**config.mk**
```make
export PLATFORM = sky130hd
export DESIGN_NAME = text_base32_packer_unit_flat
export DESIGN_NICKNAME = d
export VERILOG_FILES = /design/src/hw/rtl/txb_pkg.sv /design/src/hw/rtl/txb_in_if.sv /design/src/hw/rtl/txb_out_if.sv /design/src/hw/rtl/txb_dpath.sv /design/src/hw/rtl/txb_ctrl.sv /design/src/hw/rtl/text_base32_packer_unit.sv /design/src/flat_wrapper.sv
export SDC_FILE = /design/constraint.sdc
export NUM_CORES = 1
export LEC_CHECK = 0
export BUFFER_PORTS_ARGS = -buffer_cell sky130_fd_sc_hd__buf_2
export CAP_MARGIN = 15
export CORE_ASPECT_RATIO = 2
export CORE_MARGIN = 10
export CORE_UTILIZATION = 45
export DETAILED_ROUTE_END_ITERATION = 7
export MAX_ROUTING_LAYER = met4
export PLACE_DENSITY_LB_ADDON = 0.08
export SLEW_MARGIN = 40
export SYNTH_ARGS = -nofsm -noshare
export SYNTH_HDL_FRONTEND = slang
export SYNTH_SLANG_ARGS = --single-unit
```
**constraint.sdc**
```tcl
create_clock -name i_clk -period 10.7 [get_ports i_clk]
set_input_delay 2.675 -clock i_clk [delete_from_list [all_inputs] [get_ports i_clk]]
set_output_delay 2.675 -clock i_clk [all_outputs]
set_load 0.05 [all_outputs]
```
**src/hw/rtl/txb_pkg.sv**
```systemverilog
package txb_pkg;

    // Number of bytes that can wait for a decision.
    localparam int BUF_DEPTH = 6;

    // Fixed code words.
    localparam logic [7:0] ESC_CODE    = 8'h7e;
    localparam logic [1:0] PACK_PREFIX = 2'b00;
    localparam logic [1:0] PAIR_PREFIX = 2'b11;
    localparam logic [2:0] SET_PREFIX  = 3'b100;

    typedef logic [2:0] t_cnt;

    // Encoding rules, in order of preference.
    typedef enum logic [1:0] {
        RULE_PACK6,
        RULE_PAIR,
        RULE_SET,
        RULE_ESC
    } t_rule;

    // Commands from the controller to the datapath.
    typedef struct packed {
        logic append;
        logic emit;
        logic drop;
        logic run_last;
        logic block_last;
    } t_cmd;

    // Status from the datapath to the controller.
    typedef struct packed {
        t_cnt count;
        t_cnt count_left;
        logic dec_last;
        logic slot_free;
    } t_stat;

    // Returns {hit, index} for the 32-character set "a-z A T . , space newline".
    function automatic logic [5:0] set_lookup(input logic [7:0] b);
        logic [7:0] off;
        logic [5:0] res;
        begin
            off = b - 8'h61;
            case (b) inside
                [8'h61:8'h7a]: res = {1'b1, off[4:0]};
                8'h41:         res = {1'b1, 5'd26};
                8'h54:         res = {1'b1, 5'd27};
                8'h2e:         res = {1'b1, 5'd28};
                8'h2c:         res = {1'b1, 5'd29};
                8'h20:         res = {1'b1, 5'd30};
                8'h0a:         res = {1'b1, 5'd31};
                default:       res = 6'd0;
            endcase
            return res;
        end
    endfunction

endpackage

```
**src/hw/rtl/txb_in_if.sv**
```systemverilog
interface txb_in_if;
    logic       valid;
    logic       ready;
    logic [7:0] data_byte;
    logic       blk_end;

    modport source (output valid, output data_byte, output blk_end, input ready);
    modport sink   (input valid, input data_byte, input blk_end, output ready);
endinterface

```
**src/hw/rtl/txb_out_if.sv**
```systemverilog
interface txb_out_if;
    logic       valid;
    logic       ready;
    logic [7:0] code_byte;
    logic       run_last;
    logic       block_last;

    modport source (output valid, output code_byte, output run_last, output block_last,
                    input ready);
    modport sink   (input valid, input code_byte, input run_last, input block_last,
                    output ready);
endinterface

```
**src/hw/rtl/txb_dpath.sv**
```systemverilog
module txb_dpath (
    input  logic          i_clk,
    input  logic          i_rst_n,
    input  logic [7:0]    i_data_byte,
    input  txb_pkg::t_cmd i_cmd,
    output txb_pkg::t_stat o_stat,
    input  logic          i_out_ready,
    output logic          o_out_valid,
    output logic [7:0]    o_code_byte,
    output logic          o_run_last,
    output logic          o_block_last
);
    import txb_pkg::*;

    logic [7:0] r_buf [BUF_DEPTH];
    logic [7:0] n_buf [BUF_DEPTH];
    t_cnt       r_count, n_count;
    logic [1:0] r_idx, n_idx;
    logic       r_out_valid, n_out_valid;
    logic [7:0] r_code, n_code;
    logic       r_run_last, n_run_last;
    logic       r_block_last, n_block_last;

    logic [BUF_DEPTH-1:0] hit;
    logic [4:0]           sx [BUF_DEPTH];
    t_rule                rule;
    logic [7:0]           cand [4];
    logic [1:0]           last_idx;
    t_cnt                 drop_n;
    t_cnt                 count_left;
    t_cnt                 base;

    // Set lookup on every pending byte.
    always_comb begin
        for (int i = 0; i < BUF_DEPTH; i++) begin
            {hit[i], sx[i]} = set_lookup(r_buf[i]);
        end
    end

    // Greedy rule selection on the oldest pending bytes.
    always_comb begin
        if (r_count == t_cnt'(BUF_DEPTH) && (&hit)) begin
            rule = RULE_PACK6;
        end else if (r_count >= 3'd2 && !r_buf[0][7] && !r_buf[1][7]) begin
            rule = RULE_PAIR;
        end else if (hit[0]) begin
            rule = RULE_SET;
        end else begin
            rule = RULE_ESC;
        end
    end

    // Code bytes of the chosen rule, and how many pending bytes it consumes.
    always_comb begin
        for (int i = 0; i < 4; i++) begin
            cand[i] = 8'h00;
        end
        case (rule)
            RULE_PACK6: begin
                cand[0]  = {PACK_PREFIX, sx[0], sx[1][4]};
                cand[1]  = {sx[1][3:0], sx[2][4:1]};
                cand[2]  = {sx[2][0], sx[3], sx[4][4:3]};
                cand[3]  = {sx[4][2:0], sx[5]};
                last_idx = 2'd3;
                drop_n   = t_cnt'(BUF_DEPTH);
            end
            RULE_PAIR: begin
                cand[0]  = {PAIR_PREFIX, r_buf[0][6:1]};
                cand[1]  = {r_buf[0][0], r_buf[1][6:0]};
                last_idx = 2'd1;
                drop_n   = 3'd2;
            end
            RULE_SET: begin
                cand[0]  = {SET_PREFIX, sx[0]};
                last_idx = 2'd0;
                drop_n   = 3'd1;
            end
            default: begin
                cand[0]  = ESC_CODE;
                cand[1]  = r_buf[0];
                last_idx = 2'd1;
                drop_n   = 3'd1;
            end
        endcase
    end

    // Status toward the controller.
    always_comb begin
        count_left        = r_count - drop_n;
        o_stat.count      = r_count;
        o_stat.count_left = count_left;
        o_stat.dec_last   = (r_idx == last_idx);
        o_stat.slot_free  = !r_out_valid || i_out_ready;
    end

    // Pending buffer: drop consumed bytes, then append the new byte behind the rest.
    always_comb begin
        n_buf = r_buf;
        if (i_cmd.drop) begin
            case (drop_n)
                3'd1: begin
                    for (int i = 0; i < BUF_DEPTH - 1; i++) begin
                        n_buf[i] = r_buf[i+1];
                    end
                end
                3'd2: begin
                    for (int i = 0; i < BUF_DEPTH - 2; i++) begin
                        n_buf[i] = r_buf[i+2];
                    end
                end
                default: begin
                    n_buf = r_buf;
                end
            endcase
        end
        base = i_cmd.drop ? count_left : r_count;
        if (i_cmd.append) begin
            n_buf[base] = i_data_byte;
        end
        n_count = base + {2'b00, i_cmd.append};
    end

    // Byte index within the current decision.
    always_comb begin
        n_idx = r_idx;
        if (i_cmd.emit) begin
            n_idx = o_stat.dec_last ? 2'd0 : r_idx + 2'd1;
        end
    end

    // Output register: one code byte per beat.
    always_comb begin
        n_out_valid  = r_out_valid;
        n_code       = r_code;
        n_run_last   = r_run_last;
        n_block_last = r_block_last;
        if (i_cmd.emit) begin
            n_out_valid  = 1'b1;
            n_code       = cand[r_idx];
            n_run_last   = i_cmd.run_last;
            n_block_last = i_cmd.block_last;
        end else if (i_out_ready) begin
            n_out_valid = 1'b0;
        end
    end

    // Control registers.
    always_ff @(posedge i_clk) begin
        if (!i_rst_n) begin
            r_count     <= '0;
            r_idx       <= '0;
            r_out_valid <= 1'b0;
        end else begin
            r_count     <= n_count;
            r_idx       <= n_idx;
            r_out_valid <= n_out_valid;
        end
    end

    // Payload registers.
    always_ff @(posedge i_clk) begin
        r_buf        <= n_buf;
        r_code       <= n_code;
        r_run_last   <= n_run_last;
        r_block_last <= n_block_last;
    end

    assign o_out_valid  = r_out_valid;
    assign o_code_byte  = r_code;
    assign o_run_last   = r_run_last;
    assign o_block_last = r_block_last;

endmodule

```
**src/hw/rtl/txb_ctrl.sv**
```systemverilog
module txb_ctrl (
    input  logic           i_clk,
    input  logic           i_rst_n,
    input  logic           i_in_valid,
    input  logic           i_blk_end,
    output logic           o_in_ready,
    input  txb_pkg::t_stat i_stat,
    output txb_pkg::t_cmd  o_cmd
);
    import txb_pkg::*;

    typedef enum logic {
        S_IDLE,
        S_EMIT
    } t_state;

    t_state r_state, n_state;
    logic   r_flush, n_flush;

    logic   final_byte;
    logic   can_emit;
    logic   accept;
    t_cnt   cnt_base;

    // Emission control and the next state.
    always_comb begin
        final_byte = i_stat.dec_last && (!r_flush || i_stat.count_left == 3'd0);
        can_emit   = (r_state == S_EMIT) && i_stat.slot_free;
        o_in_ready = (r_state == S_IDLE) || (can_emit && final_byte);
        accept     = i_in_valid && o_in_ready;
        cnt_base   = (r_state == S_EMIT) ? i_stat.count_left : i_stat.count;

        o_cmd.append     = accept;
        o_cmd.emit       = can_emit;
        o_cmd.drop       = can_emit && i_stat.dec_last;
        o_cmd.run_last   = final_byte;
        o_cmd.block_last = final_byte && r_flush;

        n_state = r_state;
        n_flush = r_flush;
        if (can_emit && final_byte) begin
            n_state = S_IDLE;
            n_flush = 1'b0;
        end
        // A full buffer or a block end starts a decision.
        if (accept && (i_blk_end || cnt_base == t_cnt'(BUF_DEPTH - 1))) begin
            n_state = S_EMIT;
            n_flush = i_blk_end;
        end
    end

    always_ff @(posedge i_clk) begin
        if (!i_rst_n) begin
            r_state <= S_IDLE;
            r_flush <= 1'b0;
        end else begin
            r_state <= n_state;
            r_flush <= n_flush;
        end
    end

endmodule

```
**src/hw/rtl/text_base32_packer_unit.sv**
```systemverilog
// Text base-32 packer. Each input beat carries one text byte and a block-end flag; the
// block holds up to six pending bytes and, when six are pending or the block ends, picks
// the first rule that fits: six set characters into four 00-prefixed bytes, two 7-bit
// bytes into an 11-prefixed pair, one set character into a 100-prefixed byte, or the 0x7e
// escape plus the raw byte. At block end the remainder is flushed and the final code byte
// carries block_last. The output register sends one code byte per cycle while the port is
// ready, and this port sets the pace: a byte that triggers no decision is simply taken,
// a decision sends each code byte it produces (one to four) in turn, and the next input
// is taken in the cycle that sends the last byte of a decision. While a decision is being
// sent, a stall on the output holds the input as well.
module text_base32_packer_unit (
    input  logic i_clk,
    input  logic i_rst_n,
    txb_in_if.sink    i_in,
    txb_out_if.source o_out
);
    import txb_pkg::*;

    t_cmd  cmd;
    t_stat stat;
    logic  in_ready;

    txb_ctrl u_ctrl (
        .i_clk       (i_clk),
        .i_rst_n     (i_rst_n),
        .i_in_valid  (i_in.valid),
        .i_blk_end   (i_in.blk_end),
        .o_in_ready  (in_ready),
        .i_stat      (stat),
        .o_cmd       (cmd)
    );

    txb_dpath u_dpath (
        .i_clk        (i_clk),
        .i_rst_n      (i_rst_n),
        .i_data_byte  (i_in.data_byte),
        .i_cmd        (cmd),
        .o_stat       (stat),
        .i_out_ready  (o_out.ready),
        .o_out_valid  (o_out.valid),
        .o_code_byte  (o_out.code_byte),
        .o_run_last   (o_out.run_last),
        .o_block_last (o_out.block_last)
    );

    assign i_in.ready = in_ready;

`ifndef SYNTHESIS
    // The last byte of a block also closes the run of its input.
    a_block_last_run: assert property (@(posedge i_clk) disable iff (!i_rst_n)
        o_out.valid |-> (!o_out.block_last || o_out.run_last))
        else $error("block_last without run_last");

    // A new byte is taken during emission only on the final byte of the run.
    a_overlap_final: assert property (@(posedge i_clk) disable iff (!i_rst_n)
        (cmd.append && cmd.emit) |-> cmd.run_last)
        else $error("input taken in the middle of a run");

    // A byte is never appended to a full buffer.
    a_no_overflow: assert property (@(posedge i_clk) disable iff (!i_rst_n)
        (cmd.append && !cmd.drop) |-> (stat.count < 3'd6))
        else $error("append to a full pending buffer");
`endif

endmodule

```
**src/flat_wrapper.sv**
```systemverilog
// flat-port wrapper written by rule: the top's interface ports become plain ports
module text_base32_packer_unit_flat import txb_pkg::*;
  (i_clk, i_rst_n, i_in_valid, i_in_data_byte, i_in_blk_end, i_in_ready, o_out_valid, o_out_code_byte, o_out_run_last, o_out_block_last, o_out_ready);
  txb_in_if i_in_i ();
  txb_out_if o_out_i ();
  input  logic i_clk;
  input  logic i_rst_n;
  input wire logic [$bits(i_in_i.valid)-1:0] i_in_valid;
  input wire logic [$bits(i_in_i.data_byte)-1:0] i_in_data_byte;
  input wire logic [$bits(i_in_i.blk_end)-1:0] i_in_blk_end;
  output wire logic [$bits(i_in_i.ready)-1:0] i_in_ready;
  output wire logic [$bits(o_out_i.valid)-1:0] o_out_valid;
  output wire logic [$bits(o_out_i.code_byte)-1:0] o_out_code_byte;
  output wire logic [$bits(o_out_i.run_last)-1:0] o_out_run_last;
  output wire logic [$bits(o_out_i.block_last)-1:0] o_out_block_last;
  input wire logic [$bits(o_out_i.ready)-1:0] o_out_ready;
  assign i_in_i.valid = i_in_valid;
  assign i_in_i.data_byte = i_in_data_byte;
  assign i_in_i.blk_end = i_in_blk_end;
  assign i_in_ready = i_in_i.ready;
  assign o_out_valid = o_out_i.valid;
  assign o_out_code_byte = o_out_i.code_byte;
  assign o_out_run_last = o_out_i.run_last;
  assign o_out_block_last = o_out_i.block_last;
  assign o_out_i.ready = o_out_ready;
  text_base32_packer_unit u_core (.i_clk(i_clk), .i_rst_n(i_rst_n), .i_in(i_in_i), .o_out(o_out_i));
endmodule
```
==> metrics.txt <==
LEAKAGE=2.571 nW; Finished Cell Area=6235 um2; Worst Reg-to-Reg Cells=15; Post-Route WL=19570 um; DP Area=5933 um2; cell count after synthesis=674; register bit count reported by yosys=66; CTS root buffer=clkbuf_16; Sink Count=66; register area share after synthesis=0.2607; crit path kind=reg2out; die height=180.0 um; Worst Hold Depth=2; worst slew pin tran=802.3 ps; Inserted Clock Buffers=9; first drt pass iteration count=4; first-pass GRT wire length=29760 um; H-tree depth=3; Hold Path Origin=u_core.u_ctrl.r_flush; DR WL met3=671 um; initial antenna violation count=0; critical path required time=8030 ps; Post-CTS Setup Inserts=0; Final Hold Vio Count=0; f_max=136.9 MHz; largest net degree at the start of global routing=65; share of cells above drive strength 1=0.1798; clock slew at reported path FFs=70 ps; M1 WL=6947 um; status=completed; Distinct cells, synth=76; Worst Skew=11.50 ps; Final Max Slew Viols=0; number of diodes=0; Die ar.=18000 um2; CTS Hold Bufs=0; vias in the first global route=5115; peak supply drop=156.1 uV; Most used DFF post-synth=dfxtp_1; Clock Path Buffers=2; DR vias/cell=6.418; Syn Nets=720; top sig layer=met4; RSZ-0062 raised after global routing=false; GRT Residual Overflow=0; CTS-repair resized insts=0; Antenna Nets Post-Route=0; Core Util, Final=0.4966; EDFF count, synth=18; metal2 WL=10690 um; syn_area_per_cell=8.545 um2; Initial Utilization=0.4587; post-synthesis async set-or-reset flop share=0; final period utilization=0.6825; initial DRC count=291; post-layout minimum cycle time=7302 ps; WHS Endpoint=u_core.u_ctrl.r_flush; worst r2r src=u_core.u_dpath.r_buf[33]; CTS tree=done; area delta synth->final=8.255%; buffers added on ports=24; critical path launch point=u_core.u_dpath.r_buf[33]; row count=58; reg2reg setup slack=5000 ps; Clk Latency, worst-skew pair=350 ps; IO Pins=25; hold crit path type=reg2reg; DRC viols=0; Total Nets Final=714; CP Launch Type=flip-flop; setup violators final=0; max_slew headroom=0.4648; FILL cells=1226; Setup crit end kind=primary output; Total Power=1.805 mW; DP HPWL=15070 um; Core Region=12550 um2; routed len/inst=23.78 um; GPL Wtd Cong=0.9770; Via Count=5282; Reg-to-Reg End=u_core.u_dpath.r_buf[11]; Pwr per Cell Area=289.4 nW/um2; synth warn=0; Max Cap Viol=0; crit path DAT=4630 ps; crit path max fanout=18; GRT Overall Usage=0.2175; final setup TNS=0 ps; mapped cell area=5759 um2; Die Width=100.0 um
cell usage in the layout (no fill, tap or decap), drive strengths merged, types with 13 or more instances in the layout:
cell,instances
nor3,14
and2,15
ha,32
o21ai,31
or3b,14
inv,36
nand3,18
a22oi,33
dfxtp,48
a21oi,55
edfxtp,18
buf,30
nor2,51
nand2,28
mux2,46
a31oi,13
synth_stat cells (all sizes together) (6+ instances only):
library cell	instances	area, um2
o21ai	31	166.4
nor2b	9	56.30
dfxtp	48	960.9
or3	12	75.07
nor3b	7	57.55
a22oi	33	247.7
o21a	6	45.04
and2	15	93.84
nand2b	7	43.79
nor3	14	75.07
o211ai	10	75.07
nor2	51	191.4
nand2	28	105.1
or3b	14	122.6
mux2	46	608.1
a21oi	55	275.3
buf	6	46.29
a31oi	13	81.33
xor2	12	105.1
edfxtp	18	540.5
ha	32	400.4
inv	32	120.1
nand3	18	90.09
xnor2	11	96.34
nand4	6	37.54
clkbuf	41	153.9
power breakdown:
| group | leakage, nW | switching (mW) | total [mW] | internal, mW |
|---|---|---|---|---|
| clock | 0.146 | 0.128 | 0.303 | 0.175 |
| sequential | 0.549 | 0.247 | 0.607 | 0.360 |
| combinational | 1.88 | 0.472 | 0.895 | 0.423 |
layout make-up:
class | count | area, um2 | area share
Clock buffer | 10 | 250.2 | 0.04014
Clock inverter | 6 | 51.30 | 0.008228
Inverter | 33 | 123.9 | 0.01987
Multi-Input combinational cell | 528 | 3955 | 0.6344
Sequential cell | 66 | 1501 | 0.2408
Tap cell | 150 | 187.7 | 0.03010
Timing Repair Buffer | 30 | 165.2 | 0.02649
sequential cells by signal (all words and copies together), names as in the netlist:
| signal | cells |
|---|---|
| u_core.u_ctrl.r_state | 1 |
| u_core.u_dpath.r_buf | 48 |
| u_core.u_dpath.o_code_byte | 8 |
| u_core.u_dpath.o_block_last | 1 |
| u_core.u_dpath.o_run_last | 1 |
| u_core.u_dpath.o_out_valid | 1 |
| u_core.u_dpath.r_idx | 2 |
| u_core.u_dpath.r_count | 3 |
| u_core.u_ctrl.r_flush | 1 |
kinds of logic after synthesis:
logic type,after synthesis,synth area share
flip-flops,66,0.2607
multiplexers,50,0.1125
AND/OR/NAND/NOR,213,0.2112
buffers and inverters,80,0.05627
AO/OA/AOI/OAI,208,0.2475
XOR/XNOR,24,0.03889
adder cells (fa/ha/maj),33,0.07300
layer usage:
metal | up-vias | global-route usage
met2 | 150 | 0.4018
met4 | 0 | 0.1267
met5 | - | -
li1 | 2512 | -
met3 | 64 | 0.03226
met1 | 2556 | 0.2023
stage by stage:
stage | setup slack, ps | hold WS [ps] | cells
floorplan | 4566 | 497.7 | 674
global placement | 3965 | 539.4 | 807
detailed placement | 3853 | 531.4 | 807
CTS | 3464 | 544.4 | 823
global route | 3174 | 575.7 | 823
finish | 3398 | 549.4 | 823
worst max-delay path, stage by stage (launching register included):
cell	delay (ps)
dfxtp_1	520
ha_1	320
nor2b_1	70
o211a_1	230
nor3_1	550
o31ai_1	270
nor4bb_1	540
o21a_1	200
ha_1	140
buf_4	240
and2_1	340
o2111ai_4	270
o21ai_4	260
buf_2	290
worst max path at each step:
stage / endpoint / slack [ps] / cells after the start
after floorplan: i_in_ready / 4570 / 13
final: i_in_ready / 3400 / 13
after detailed placement: i_in_ready / 3850 / 13
after global placement: i_in_ready / 3960 / 13
after CTS: i_in_ready / 3460 / 13
after global routing: i_in_ready / 3170 / 13
No activity file was read; power rests on OpenSTA's default activity.
